### src/nlpa_pkg.sv
// ----------------------------------------------------------------------------
// nlpa_pkg
// Shared types and constants for the length-prefix to start-code converter.
// ----------------------------------------------------------------------------
package nlpa_pkg;

	localparam int LENGTH_BITS_DEF = 32;
	localparam int ACCUM_BITS      = 32;
	localparam int COUNT_BITS      = 32;
	localparam int LSIZE_BITS      = 3;
	localparam logic [LSIZE_BITS-1:0] LSIZE_RESET = 3'd4;
	localparam logic [LSIZE_BITS-1:0] LSIZE_MIN   = 3'd1;
	localparam logic [LSIZE_BITS-1:0] LSIZE_MAX   = 3'd4;
	localparam logic [31:0] START_WORD = 32'h0100_0000;
	localparam logic [1:0]  SC_LAST_IDX = 2'd3;

	typedef enum logic [1:0] {
		ST_OK       = 2'd0,
		ST_TOO_LONG = 2'd1,
		ST_TRUNC    = 2'd2
	} status_t;

	// work produced by one input byte, drained by the emitter
	typedef struct packed {
		logic                  sc;     // four start code bytes
		logic                  data;   // one payload byte
		logic                  close;  // sample closing result
		logic [7:0]            byte_v;
		status_t               status;
		logic [COUNT_BITS-1:0] bw;
	} desc_t;

endpackage

### src/nlpa_ifs.sv
// ----------------------------------------------------------------------------
// nlpa interfaces
// Valid/ready channels for sample bytes, output bytes and the config write.
// ----------------------------------------------------------------------------
interface nlpa_in_if;
	logic        valid;
	logic        ready;
	logic [7:0]  data_byte;
	logic [31:0] sample_length;
	logic        sample_end;

	modport source (output valid, data_byte, sample_length, sample_end, input ready);
	modport sink   (input valid, data_byte, sample_length, sample_end, output ready);
endinterface

interface nlpa_out_if;
	logic        valid;
	logic        ready;
	logic [7:0]  out_byte;
	logic        is_start_code;
	logic        run_last;
	logic        sample_done;
	logic [1:0]  status;
	logic [31:0] bytes_written;

	modport source (output valid, out_byte, is_start_code, run_last, sample_done, status,
		bytes_written, input ready);
	modport sink   (input valid, out_byte, is_start_code, run_last, sample_done, status,
		bytes_written, output ready);
endinterface

interface nlpa_cfg_if;
	logic       valid;
	logic       ready;
	logic [2:0] length_size;

	modport source (output valid, length_size, input ready);
	modport sink   (input valid, length_size, output ready);
endinterface

### src/nlpa_parse.sv
// ----------------------------------------------------------------------------
// nlpa_parse
// Input register, parser state and per-byte work descriptor.
// ----------------------------------------------------------------------------
module nlpa_parse
	import nlpa_pkg::*;
#(
	parameter int LENGTH_BITS = LENGTH_BITS_DEF
) (
	input  logic                  clk,
	input  logic                  arst_n,
	nlpa_in_if.sink               sample_in,
	input  logic [LSIZE_BITS-1:0] length_size,
	output logic                  desc_valid,
	input  logic                  desc_ready,
	output desc_t                 desc
);

	localparam logic [ACCUM_BITS-1:0] LIMIT = {ACCUM_BITS{1'b1}} >> (ACCUM_BITS - LENGTH_BITS);

	logic                   valid_s1;
	logic [7:0]             byte_s1;
	logic [31:0]            slen_s1;
	logic                   end_s1;

	logic                   in_payload_q, n_in_payload;
	logic [ACCUM_BITS-1:0]  accum_q, n_accum;
	logic [2:0]             seen_q, n_seen;
	logic [LENGTH_BITS-1:0] left_q, n_left;
	logic                   drop_q, n_drop;
	logic [COUNT_BITS-1:0]  wc_q, n_wc;

	logic [LSIZE_BITS-1:0]  lsize;
	logic [ACCUM_BITS-1:0]  shifted;
	logic [2:0]             seen_inc;
	logic [2:0]             add;
	logic [COUNT_BITS:0]    wc_sum;
	logic [COUNT_BITS-1:0]  wc_sat;
	logic                   trunc;
	logic                   has_res;
	logic                   advance;

	assign has_res    = desc.sc | desc.data | desc.close;
	assign desc_valid = valid_s1 & has_res;
	assign advance    = valid_s1 & (~has_res | desc_ready);
	assign sample_in.ready = ~valid_s1 | advance;

	always_comb begin
		if (length_size < LSIZE_MIN)
			lsize = LSIZE_MIN;
		else if (length_size > LSIZE_MAX)
			lsize = LSIZE_MAX;
		else
			lsize = length_size;
	end

	always_comb begin
		n_in_payload = in_payload_q;
		n_accum      = accum_q;
		n_seen       = seen_q;
		n_left       = left_q;
		n_drop       = drop_q;
		trunc        = 1'b0;
		add          = 3'd0;
		desc         = '0;
		shifted      = {accum_q[ACCUM_BITS-9:0], byte_s1};
		seen_inc     = seen_q + 3'd1;
		if (drop_q) begin
		end else if (in_payload_q) begin
			desc.data   = 1'b1;
			desc.byte_v = byte_s1;
			add         = 3'd1;
			n_left      = left_q - LENGTH_BITS'(1);
			if (left_q == LENGTH_BITS'(1))
				n_in_payload = 1'b0;
		end else if (seen_inc >= lsize) begin
			n_accum = '0;
			n_seen  = '0;
			if (shifted == '0) begin
			end else if (shifted > LIMIT || shifted > slen_s1) begin
				n_drop = 1'b1;
			end else if (end_s1) begin
				trunc = 1'b1;
			end else begin
				desc.sc      = 1'b1;
				add          = 3'd4;
				n_in_payload = 1'b1;
				n_left       = shifted[LENGTH_BITS-1:0];
			end
		end else begin
			n_accum = shifted;
			n_seen  = seen_inc;
		end

		wc_sum = {1'b0, wc_q} + (COUNT_BITS+1)'(add);
		wc_sat = wc_sum[COUNT_BITS] ? {COUNT_BITS{1'b1}} : wc_sum[COUNT_BITS-1:0];
		n_wc   = wc_sat;

		if (end_s1) begin
			desc.close = 1'b1;
			desc.bw    = wc_sat;
			if (n_drop)
				desc.status = ST_TOO_LONG;
			else if (trunc || n_in_payload || n_seen != 3'd0)
				desc.status = ST_TRUNC;
			else
				desc.status = ST_OK;
			n_in_payload = 1'b0;
			n_accum      = '0;
			n_seen       = '0;
			n_left       = '0;
			n_drop       = 1'b0;
			n_wc         = '0;
		end
	end

	always_ff @(posedge clk or negedge arst_n) begin
		if (!arst_n) begin
			valid_s1 <= 1'b0;
		end else if (sample_in.ready) begin
			valid_s1 <= sample_in.valid;
		end
	end

	always_ff @(posedge clk) begin
		if (sample_in.ready && sample_in.valid) begin
			byte_s1 <= sample_in.data_byte;
			slen_s1 <= sample_in.sample_length;
			end_s1  <= sample_in.sample_end;
		end
	end

	always_ff @(posedge clk or negedge arst_n) begin
		if (!arst_n) begin
			in_payload_q <= 1'b0;
			accum_q      <= '0;
			seen_q       <= '0;
			left_q       <= '0;
			drop_q       <= 1'b0;
			wc_q         <= '0;
		end else if (advance) begin
			in_payload_q <= n_in_payload;
			accum_q      <= n_accum;
			seen_q       <= n_seen;
			left_q       <= n_left;
			drop_q       <= n_drop;
			wc_q         <= n_wc;
		end
	end

endmodule

### src/nlpa_emit.sv
// ----------------------------------------------------------------------------
// nlpa_emit
// Result register: holds one descriptor and sends its results one per cycle while nal_out.ready is high.
// ----------------------------------------------------------------------------
module nlpa_emit
	import nlpa_pkg::*;
(
	input  logic      clk,
	input  logic      arst_n,
	input  logic      desc_valid,
	output logic      desc_ready,
	input  desc_t     desc,
	nlpa_out_if.source nal_out
);

	logic       valid_s2;
	desc_t      desc_s2;
	logic [1:0] idx_q;
	logic       last;
	logic       is_close;
	logic       xfer;

	always_comb begin
		if (desc_s2.sc)
			last = (idx_q == SC_LAST_IDX);
		else if (desc_s2.data && desc_s2.close)
			last = (idx_q == 2'd1);
		else
			last = 1'b1;
		is_close = desc_s2.close & ~desc_s2.sc & ~(desc_s2.data & (idx_q == 2'd0));
	end

	assign xfer       = nal_out.valid & nal_out.ready;
	assign desc_ready = ~valid_s2 | (xfer & last);

	assign nal_out.valid         = valid_s2;
	assign nal_out.is_start_code = desc_s2.sc;
	assign nal_out.run_last      = last;
	assign nal_out.sample_done   = is_close;
	assign nal_out.status        = is_close ? desc_s2.status : ST_OK;
	assign nal_out.bytes_written = is_close ? desc_s2.bw : '0;
	assign nal_out.out_byte      = desc_s2.sc ? START_WORD[8*idx_q +: 8] :
		(is_close ? 8'h00 : desc_s2.byte_v);

	always_ff @(posedge clk or negedge arst_n) begin
		if (!arst_n) begin
			valid_s2 <= 1'b0;
			idx_q    <= '0;
		end else if (desc_ready) begin
			valid_s2 <= desc_valid;
			idx_q    <= '0;
		end else if (xfer) begin
			idx_q <= idx_q + 2'd1;
		end
	end

	always_ff @(posedge clk) begin
		if (desc_ready && desc_valid)
			desc_s2 <= desc;
	end

`ifndef SYNTHESIS
	a_done_is_last: assert property (@(posedge clk) disable iff (!arst_n)
		nal_out.valid && nal_out.sample_done |-> nal_out.run_last)
		else $error("sample_done without run_last");
	a_sc_not_done: assert property (@(posedge clk) disable iff (!arst_n)
		nal_out.valid |-> !(nal_out.is_start_code && nal_out.sample_done))
		else $error("start code byte marked as sample close");
	a_status_only_close: assert property (@(posedge clk) disable iff (!arst_n)
		nal_out.valid && !nal_out.sample_done |-> nal_out.status == ST_OK &&
		nal_out.bytes_written == '0)
		else $error("status or count on a data result");
	a_sc_advance: assert property (@(posedge clk) disable iff (!arst_n)
		nal_out.valid && nal_out.ready && nal_out.is_start_code && !nal_out.run_last
		|=> nal_out.valid && nal_out.is_start_code)
		else $error("start code run broken");
`endif

endmodule

### src/nal_length_prefix_to_annexb.sv
// ----------------------------------------------------------------------------
// nal_length_prefix_to_annexb
// Converts length-prefixed NAL units to start-code delimited byte stream.
// ----------------------------------------------------------------------------
//  channel     dir  handshake      payload
//  sample_in   in   valid/ready    data_byte, sample_length, sample_end
//  nal_out     out  valid/ready    out_byte, is_start_code, run_last,
//                                  sample_done, status, bytes_written
//  cfg         in   valid/ready    length_size (ready always high)
//
// One result per cycle while nal_out.ready is high; a payload byte gives one
// result, a byte that opens a unit four (start code) and a payload byte that
// ends the sample two. Bytes pass the input register, then the result register.
// Reset clears the parser state and sets length_size to 4.
// Output stalls back up through the result register to sample_in.ready.
// ----------------------------------------------------------------------------
module nal_length_prefix_to_annexb
	import nlpa_pkg::*;
#(
	parameter int LENGTH_BITS = LENGTH_BITS_DEF
) (
	input  logic       clk,
	input  logic       arst_n,
	nlpa_in_if.sink    sample_in,
	nlpa_out_if.source nal_out,
	nlpa_cfg_if.sink   cfg
);

	logic [LSIZE_BITS-1:0] lsize_q;
	logic                  desc_valid;
	logic                  desc_ready;
	desc_t                 desc;

	assign cfg.ready = 1'b1;

	always_ff @(posedge clk or negedge arst_n) begin
		if (!arst_n) begin
			lsize_q <= LSIZE_RESET;
		end else if (cfg.valid) begin
			lsize_q <= cfg.length_size;
		end
	end

	nlpa_parse #(.LENGTH_BITS(LENGTH_BITS)) u_parse (
		.clk         (clk),
		.arst_n      (arst_n),
		.sample_in   (sample_in),
		.length_size (lsize_q),
		.desc_valid  (desc_valid),
		.desc_ready  (desc_ready),
		.desc        (desc)
	);

	nlpa_emit u_emit (
		.clk        (clk),
		.arst_n     (arst_n),
		.desc_valid (desc_valid),
		.desc_ready (desc_ready),
		.desc       (desc),
		.nal_out    (nal_out)
	);

endmodule
### src/flat_wrapper.sv
// flat-port wrapper written by rule: the top's interface ports become plain ports
module nal_length_prefix_to_annexb_flat import nlpa_pkg::*;
#(
	parameter int LENGTH_BITS = LENGTH_BITS_DEF
)
  (clk, arst_n, sample_in_valid, sample_in_data_byte, sample_in_sample_length, sample_in_sample_end, sample_in_ready, nal_out_valid, nal_out_out_byte, nal_out_is_start_code, nal_out_run_last, nal_out_sample_done, nal_out_status, nal_out_bytes_written, nal_out_ready, cfg_valid, cfg_length_size, cfg_ready);
  nlpa_in_if sample_in_i ();
  nlpa_out_if nal_out_i ();
  nlpa_cfg_if cfg_i ();
  input  logic clk;
  input  logic arst_n;
  input wire logic [$bits(sample_in_i.valid)-1:0] sample_in_valid;
  input wire logic [$bits(sample_in_i.data_byte)-1:0] sample_in_data_byte;
  input wire logic [$bits(sample_in_i.sample_length)-1:0] sample_in_sample_length;
  input wire logic [$bits(sample_in_i.sample_end)-1:0] sample_in_sample_end;
  output wire logic [$bits(sample_in_i.ready)-1:0] sample_in_ready;
  output wire logic [$bits(nal_out_i.valid)-1:0] nal_out_valid;
  output wire logic [$bits(nal_out_i.out_byte)-1:0] nal_out_out_byte;
  output wire logic [$bits(nal_out_i.is_start_code)-1:0] nal_out_is_start_code;
  output wire logic [$bits(nal_out_i.run_last)-1:0] nal_out_run_last;
  output wire logic [$bits(nal_out_i.sample_done)-1:0] nal_out_sample_done;
  output wire logic [$bits(nal_out_i.status)-1:0] nal_out_status;
  output wire logic [$bits(nal_out_i.bytes_written)-1:0] nal_out_bytes_written;
  input wire logic [$bits(nal_out_i.ready)-1:0] nal_out_ready;
  input wire logic [$bits(cfg_i.valid)-1:0] cfg_valid;
  input wire logic [$bits(cfg_i.length_size)-1:0] cfg_length_size;
  output wire logic [$bits(cfg_i.ready)-1:0] cfg_ready;
  assign sample_in_i.valid = sample_in_valid;
  assign sample_in_i.data_byte = sample_in_data_byte;
  assign sample_in_i.sample_length = sample_in_sample_length;
  assign sample_in_i.sample_end = sample_in_sample_end;
  assign sample_in_ready = sample_in_i.ready;
  assign nal_out_valid = nal_out_i.valid;
  assign nal_out_out_byte = nal_out_i.out_byte;
  assign nal_out_is_start_code = nal_out_i.is_start_code;
  assign nal_out_run_last = nal_out_i.run_last;
  assign nal_out_sample_done = nal_out_i.sample_done;
  assign nal_out_status = nal_out_i.status;
  assign nal_out_bytes_written = nal_out_i.bytes_written;
  assign nal_out_i.ready = nal_out_ready;
  assign cfg_i.valid = cfg_valid;
  assign cfg_i.length_size = cfg_length_size;
  assign cfg_ready = cfg_i.ready;
  nal_length_prefix_to_annexb #(.LENGTH_BITS(LENGTH_BITS)) u_core (.clk(clk), .arst_n(arst_n), .sample_in(sample_in_i), .nal_out(nal_out_i), .cfg(cfg_i));
endmodule
### config.mk
export PLATFORM = sky130hd
export DESIGN_NAME = nal_length_prefix_to_annexb_flat
export DESIGN_NICKNAME = d
export VERILOG_FILES = /design/src/nlpa_pkg.sv /design/src/nlpa_ifs.sv /design/src/nlpa_parse.sv /design/src/nlpa_emit.sv /design/src/nal_length_prefix_to_annexb.sv /design/src/flat_wrapper.sv
export SDC_FILE = /design/constraint.sdc
export NUM_CORES = 1
export LEC_CHECK = 0
export ABC_AREA = 1
export BUFFER_PORTS_ARGS = -buffer_cell sky130_fd_sc_hd__clkbuf_2
export CAP_MARGIN = 40
export CORE_AREA = 8 8 113 192
export DETAILED_ROUTE_END_ITERATION = 7
export DIE_AREA = 0 0 121 200
export PLACE_DENSITY = 0.73
export RECOVER_POWER = 100
export SLEW_MARGIN = 20
export SYNTH_ARGS = -nofsm -noshare
export SYNTH_HDL_FRONTEND = slang
export SYNTH_SLANG_ARGS = --single-unit
### constraint.sdc
create_clock -name clk -period 6.2 [get_ports clk]
set_input_delay 0.62 -clock clk [delete_from_list [all_inputs] [get_ports clk]]
set_output_delay 0.62 -clock clk [all_outputs]
set_load 0.005 [all_outputs]
# After elaboration in Yosys (flattened, before gate mapping)
# Index checks and enable logic that the tools add are counted.
# classes
n_addsub,4
mul,0
n_div,0
order_cmp,5
n_eq_ne,7
shifts,1
n_mux,57
bitwise_logic,19
reduce_logical,15
# ops
operator,n
32-bit 2-to-1 mux,9
24-bit 2-to-1 mux,4
3-bit 2-to-1 mux,12
32-bit by 3-bit adder with 33-bit output,1
32-bit by 1-bit equality test with 1-bit output (second input constant),1
32-bit greater-than comparator,1
32-bit greater-than comparator (second input constant),1
32-bit logical NOT,1
32-bit by 6-bit variable part select with 8-bit output (first input constant),1
32-bit by 1-bit subtractor with 32-bit output (second input constant),1
1-bit 2-to-1 mux,25
8-bit 2-to-1 mux,2
2-bit 2-to-1 mux,5
1-bit AND,7
1-bit NOT,7
3-bit inequality test (second input constant),2
3-bit nonzero test,2
1-bit bitwise OR,5
5-bit AND reduction,1
2-bit inequality test (second input constant),2
2-bit OR reduction,2
3-bit by 1-bit adder with 3-bit output (second input constant),1
3-bit greater-or-equal comparator,1
3-bit greater-than comparator (second input constant),1
other kinds (9),13
# word_totals
regBits,186
latchBits,0
ramBits,0
rom_bits,0
output_inout_bits,48
wordCells,128
memories,0

# Logic depth before layout (Yosys ltp)
# depth
depth_word,14
depth_mapped,31

# Cells and area by module
# From an unflattened synthesis, not the netlist that was laid out.
# hier_totals
hier_cells,1363
hier_area_um2,11066.9
# modules_own_cells
mod,instances,cells_each,area_per_inst_um2
nlpa_parse,1,1187,9012.4
nlpa_emit,1,161,1929.4
nal_length_prefix_to_annexb,1,15,125.1

# Worst setup path after synthesis
# No wires, ideal clock.
# synth_path
path_type,reg-to-reg
from,reg u_core.u_parse.seen_q[0]
to,"reg u_core.u_emit.desc_s2[11] in the netlist's numbering, data pin"
setup_ns,0.140
t_arrival_ns,3.208
t_required_ns,6.060
path_slack_ns,2.853
stages_incl_launch_ff,27
path_buffers,1
period_less_slack_ns,3.347
path_cell_list,dfrtp_1 ha_1 xnor2_1 inv_1 ha_1 a21oi_1 nand3_1 inv_1 nor2_1 nand2_1 nor2_1 nand2_2 inv_1 ha_1 nand2_2 a21oi_4 nand2_4 nor2_4 nand3_2 nor2_4 inv_2 nor2_4 nand2_4 clkinv_2 buf_4 nor2_1 nor2_1
# synth_via
elab_chain_cells,7
# synth_lines
item,line_no,source
from (decl),nlpa_parse.sv:28,"logic [2:0] seen_q, n_seen;"
from (signal assigned),nlpa_parse.sv:144,seen_q <= n_seen;
3-bit by 1-bit adder with 3-bit output,nlpa_parse.sv:67,seen_inc = seen_q + 3'd1;
3-bit greater-or-equal comparator,nlpa_parse.sv:76,end else if (seen_inc >= lsize) begin
3-bit 2-to-1 mux,nlpa_parse.sv:76,
3-bit 2-to-1 mux,nlpa_parse.sv:69,end else if (in_payload_q) begin
3-bit 2-to-1 mux,nlpa_parse.sv:68,if (drop_q) begin
32-bit by 3-bit adder with 33-bit output,nlpa_parse.sv:95,"wc_sum = {1'b0, wc_q} + (COUNT_BITS+1)'(add);"
32-bit 2-to-1 mux,nlpa_parse.sv:96,wc_sat = wc_sum[COUNT_BITS] ? {COUNT_BITS{1'b1}} : wc_sum[COUNT_BITS-1:0];
to (signal assigned),nlpa_emit.sv:59,desc_s2 <= desc;
to (decl),nlpa_emit.sv:17,desc_t desc_s2;
# No other way between the ends.
# A chain may end at the register's enable or synchronous reset.

# Worst setup path after layout
# layout_path
from,reg u_core.u_parse.end_s1
to,reg u_core.u_parse.accum_q[19]
# layout_via
elab_chain_cells,12
word_cells_on_any_way,16
# layout_lines
item,line_no,source
from (decl),nlpa_parse.sv:24,logic end_s1;
from (signal assigned),nlpa_parse.sv:129,end_s1 <= sample_in.sample_end;
1-bit 2-to-1 mux,nlpa_parse.sv:82,end else if (end_s1) begin
1-bit 2-to-1 mux,nlpa_parse.sv:80,end else if (shifted > LIMIT || shifted > slen_s1) begin
1-bit 2-to-1 mux,nlpa_parse.sv:79,if (shifted == '0) begin
1-bit 2-to-1 mux,nlpa_parse.sv:76,
1-bit 2-to-1 mux,nlpa_parse.sv:69,
2-bit 2-to-1 mux,nlpa_parse.sv:68,
1-bit bitwise OR (2 in a row),nlpa_parse.sv:43,assign has_res = desc.sc | desc.data | desc.close;
1-bit NOT,nlpa_parse.sv:45,assign advance = valid_s1 & (~has_res | desc_ready);
1-bit bitwise OR,nlpa_parse.sv:45,
1-bit AND,nlpa_parse.sv:45,
3-bit AND reduction (no line),--,
to (signal assigned),nlpa_parse.sv:143,accum_q <= n_accum;
to (decl),nlpa_parse.sv:27,"logic [ACCUM_BITS-1:0] accum_q, n_accum;"
# Several ways; a longest one is shown, not always the timed one.

==> flow_summary.html <==
<table>
<tr><th>Metric</th><th>Value</th></tr>
<tr><th colspan="2">Outcome</th></tr>
<tr><td>Result of the run</td><td>finished with violations</td></tr>
<tr><td>Violated checks</td><td>max-capacitance violations, max-slew violations</td></tr>
<tr><th colspan="2">Synth</th></tr>
<tr><td>Synth async-reset ratio</td><td>53.8%</td></tr>
<tr><td>Cell count after synthesis</td><td>1,365</td></tr>
<tr><td>Area leader, netlist</td><td>sky130_fd_sc_hd__edfxtp_1</td></tr>
<tr><td>Number of synthesized register bits</td><td>186</td></tr>
<tr><td>Post-Syn Area</td><td>10,700 µm²</td></tr>
<tr><td>Number of enable flip-flop cells after synthesis</td><td>86</td></tr>
<tr><td>Ranking of synthesized cells by area</td><td>sky130_fd_sc_hd__edfxtp_1 24%, sky130_fd_sc_hd__dfrtp_1 23%, sky130_fd_sc_hd__nand2_1 13%, sky130_fd_sc_hd__nor2_1 7.1%, sky130_fd_sc_hd__inv_1 6.9%</td></tr>
<tr><td>Most frequently used flop master after synthesis</td><td>sky130_fd_sc_hd__dfrtp_1</td></tr>
<tr><td>Fraction of the yosys area taken by sequential cells</td><td>47.7%</td></tr>
<tr><td>Synth cell types</td><td>48</td></tr>
<tr><td>Synthesis warning total</td><td>0</td></tr>
<tr><td>Syn Nets</td><td>1,458</td></tr>
<tr><td>Portion of synthesized cell area occupied by the leading cell type</td><td>24.2%</td></tr>
<tr><td>Mean post-synth cell area</td><td>7.81 µm²</td></tr>
<tr><th colspan="2">STA</th></tr>
<tr><td>Maximum clock frequency</td><td>0.212 GHz</td></tr>
<tr><td>Post-route clock period utilization</td><td>76.2%</td></tr>
<tr><td>Final Max Tran Viols</td><td>154</td></tr>
<tr><td>Final count of hold timing violations</td><td>0</td></tr>
<tr><td>Unrepaired setup endpoints after global routing</td><td>false</td></tr>
<tr><td>Post-Route Setup TNS</td><td>0 ns</td></tr>
<tr><td>Setup Skew</td><td>0.00936 ns</td></tr>
<tr><td>Slew at the pin closest to its max-slew limit</td><td>2.22 ns</td></tr>
<tr><td>Final Critical Period</td><td>4.72 ns</td></tr>
<tr><td>Count of final setup violators</td><td>0</td></tr>
<tr><td>Relative max-transition margin</td><td>-47.7%</td></tr>
<tr><th colspan="2">Clock network</th></tr>
<tr><td>Number of hold buffers added after cts</td><td>0</td></tr>
<tr><td>CTS max path bufs</td><td>2</td></tr>
<tr><td>Clk sink count</td><td>186</td></tr>
<tr><td>Number of setup buffers added after CTS</td><td>0</td></tr>
<tr><td>Total of cells resized after clock tree synthesis</td><td>0</td></tr>
<tr><td>Clock latency at the later pin of the worst-skew pair</td><td>0.44 ns</td></tr>
<tr><td>Clk slew on worst S/H paths</td><td>0.07 ns</td></tr>
<tr><td>Buffer cell driving the clock tree root</td><td>sky130_fd_sc_hd__clkbuf_16</td></tr>
<tr><td>Clock H-tree levels</td><td>4</td></tr>
<tr><td>CTS tree</td><td>done</td></tr>
<tr><td>TritonCTS buffer count</td><td>17</td></tr>
<tr><th colspan="2">Die</th></tr>
<tr><td>IO Count</td><td>97</td></tr>
<tr><td>Die Area</td><td>24,200 µm²</td></tr>
<tr><td>Site row count</td><td>67</td></tr>
<tr><td>Area inside the core boundary</td><td>19,000 µm²</td></tr>
<tr><td>Die Width</td><td>121 µm</td></tr>
<tr><td>Height of the die</td><td>200 µm</td></tr>
<tr><td>Effective utilization at floorplan</td><td>56.0%</td></tr>
<tr><th colspan="2">Placement</th></tr>
<tr><td>Sum of net half-perimeters after detailed placement</td><td>19,700 µm</td></tr>
<tr><td>Gpl congestion</td><td>0.942</td></tr>
<tr><td>Port Buffer Count</td><td>95</td></tr>
<tr><th colspan="2">GRT</th></tr>
<tr><td>Largest net degree at the start of global routing</td><td>74</td></tr>
<tr><td>GRT Overall Usage</td><td>23.1%</td></tr>
<tr><td>Initial antenna violation count</td><td>0</td></tr>
<tr><td>First-pass GRT wire length</td><td>44,000 µm</td></tr>
<tr><td>Total global routing overflow</td><td>0</td></tr>
<tr><td>Vias in the first global route</td><td>9,419</td></tr>
<tr><th colspan="2">Worst setup path</th></tr>
<tr><td>Required time of the worst setup path</td><td>6.53 ns</td></tr>
<tr><td>Capture instance of the worst register-to-register path</td><td>u_core.u_parse.accum_q[19]</td></tr>
<tr><td>Kind of launch point of the worst setup path</td><td>flop</td></tr>
<tr><td>Critical path class</td><td>reg2reg</td></tr>
<tr><td>RR Startpoint</td><td>u_core.u_parse.end_s1</td></tr>
<tr><td>Critical Path Fanout Max</td><td>51</td></tr>
<tr><td>R2R cell count</td><td>9</td></tr>
<tr><td>Data arrival time at the worst-slack endpoint</td><td>5.05 ns</td></tr>
<tr><td>Minimum setup slack among reg-to-reg paths</td><td>1.48 ns</td></tr>
<tr><td>Crit path capture type</td><td>flop</td></tr>
<tr><th colspan="2">Drt</th></tr>
<tr><td>Detailed Route WL</td><td>26,500 µm</td></tr>
<tr><td>DRC Markers</td><td>0</td></tr>
<tr><td>Via/cell ratio</td><td>5.38</td></tr>
<tr><td>Total via count after detailed routing</td><td>9,174</td></tr>
<tr><td>Number of iterations in the first detailed-routing pass</td><td>5</td></tr>
<tr><td>Starting DRT DRC Count</td><td>637</td></tr>
<tr><td>Routed wire length per instance</td><td>15.6 µm</td></tr>
<tr><td>Remaining number of nets flagged by the antenna check after routing</td><td>0</td></tr>
<tr><th colspan="2">Layout</th></tr>
<tr><td>Antenna diode count</td><td>0</td></tr>
<tr><td>Commonest cells after routing, fill and taps aside</td><td>367 x sky130_fd_sc_hd__nand2_1, 206 x sky130_fd_sc_hd__nor2_1, 196 x sky130_fd_sc_hd__inv_1, 99 x sky130_fd_sc_hd__dfrtp_1, 86 x sky130_fd_sc_hd__edfxtp_1</td></tr>
<tr><td>Most common cell after layout, fill and taps aside</td><td>sky130_fd_sc_hd__nand2_1</td></tr>
<tr><td>Relative area change from synthesis to final layout</td><td>10.7%</td></tr>
<tr><td>Final core utilization</td><td>62.0%</td></tr>
<tr><td>Fraction of layout cells with a size suffix above 1</td><td>8.74%</td></tr>
<tr><td>Final #Nets</td><td>1,544</td></tr>
<tr><th colspan="2">Power and ir drop</th></tr>
<tr><td>Total power divided by cell area</td><td>408 nW/µm²</td></tr>
<tr><td>Max IR drop VDD</td><td>0.248 mV</td></tr>
<tr><td>Overall power consumption</td><td>4.81 mW</td></tr>
<tr><td>Leakage component of the power</td><td>5.94 nW</td></tr>
<tr><th colspan="2">Run</th></tr>
<tr><td>Max-cap violations</td><td>4</td></tr>
<tr><th colspan="2">Min path</th></tr>
<tr><td>Worst min-delay path startpoint</td><td>sample_in_sample_length[7]</td></tr>
<tr><td>Path type of the worst min-delay path</td><td>in2reg</td></tr>
<tr><td>Endpoint with the worst hold slack</td><td>u_core.u_parse.slen_s1[7]</td></tr>
<tr><td>Hold Path Stages</td><td>1</td></tr>
</table>
## per-stage QoR
step | std cells | hold WS (ns) | instance area [µm²] | worst slack (ns)
final | 1705 | 0.349 | 11800 | 1.48
after global routing | 1705 | 0.338 | 11800 | 0.987
after CTS | 1704 | 0.134 | 11900 | 2.29
after detailed placement | 1672 | 0.495 | 11400 | 2.32
after global placement | 1667 | 0.481 | 11300 | 2.41
after floorplan | 1365 | 0.324 | 10700 | 2.85
## flip-flops by register name (all words and copies together), names as in the netlist, 2 cells and up
signal and cells:
u_core.u_parse.seen_q 3, u_core.u_emit.idx_q 2, u_core.u_parse.accum_q 24, u_core.u_parse.byte_s1 8, u_core.u_parse.slen_s1 32, u_core.lsize_q 3
u_core.u_parse.left_q 32, u_core.u_parse.wc_q 32, u_core.u_emit.desc_s2 44
## worst max-delay path, stage by stage, from the launching register on
cell	delay, ns
sky130_fd_sc_hd__edfxtp_1	0.32
sky130_fd_sc_hd__clkbuf_1	1.05
sky130_fd_sc_hd__clkinv_1	0.26
sky130_fd_sc_hd__clkbuf_1	0.92
sky130_fd_sc_hd__o21ai_0	0.36
sky130_fd_sc_hd__clkbuf_1	0.87
sky130_fd_sc_hd__nand3_1	0.37
sky130_fd_sc_hd__buf_6	0.29
sky130_fd_sc_hd__nand2_1	0.07
sky130_fd_sc_hd__nand2_1	0.05
## worst max path at each step
stage	endpoint	slack, ns	startpoint
2_1_floorplan	u_core.u_emit.desc_s2[11]	2.85	u_core.u_parse.seen_q[0]
3_3_place_gp	u_core.u_emit.desc_s2[14]	2.41	u_core.u_parse.seen_q[0]
3_5_place_dp	u_core.u_emit.desc_s2[14]	2.32	u_core.u_parse.seen_q[0]
4_1_cts	u_core.u_emit.desc_s2[14]	2.29	u_core.u_parse.seen_q[0]
5_1_grt	u_core.u_parse.wc_q[14]	0.99	u_core.u_parse.end_s1
6_report	u_core.u_parse.accum_q[19]	1.48	u_core.u_parse.end_s1
## Yosys cell counts, drive strengths merged, types with 2 or more instances
cell type and instances:
nor4 5, nand2 372, dfrtp 99, xnor2 5, o22ai 12, ha 44
a21oi 37, nand4 44, clkinv 3, nor2 212, edfxtp 86, nand3 44
and3 3, clkbuf 19, o21ai 88, buf 25, xor2 21, o21a 2
a22oi 5, inv 203, nor3 16, or2 8
## report_power, final
part | switching [mW] | leakage, nW | internal (mW) | total, mW
logic | 1.37 | 3.48 | 0.595 | 1.96
registers | 0.205 | 2.19 | 1.63 | 1.83
clock network | 0.452 | 0.268 | 0.569 | 1.02
## area by class of cell
type	count	area, µm²
Clock inverter	10	72.6
Timing Repair Buffer	111	574
Multi-Input combinational cell	929	4520
Sequential cell	186	5090
Inverter	206	774
Tap cell	241	302
Clock buffer	22	465
Fill cell	1771	7230
## routing by layer
metal  vias to the layer above  track usage [%]  part of all wire, %
li1                       4522                -                    -
met1                      4312             20.6                   34
met2                       229             45.2                   56
met3                       111             3.97                  3.2
met4                         0             16.3                  5.9
met5                         -                0                    0
## cell families (layout without fill, tap and decap cells)
logic type	Yosys count	after routing	share of synthesized area, %
xor+xnor	26	26	2.14
flops	186	186	47.7
other cells	1	1	0.0352
buf+inv	250	349	9.22
fa+ha+maj	44	44	5.17
simple gates	707	707	28.0
mux	2	2	0.200
compound gates	149	149	7.51
Note: power is estimated with default switching activity, not from simulation.
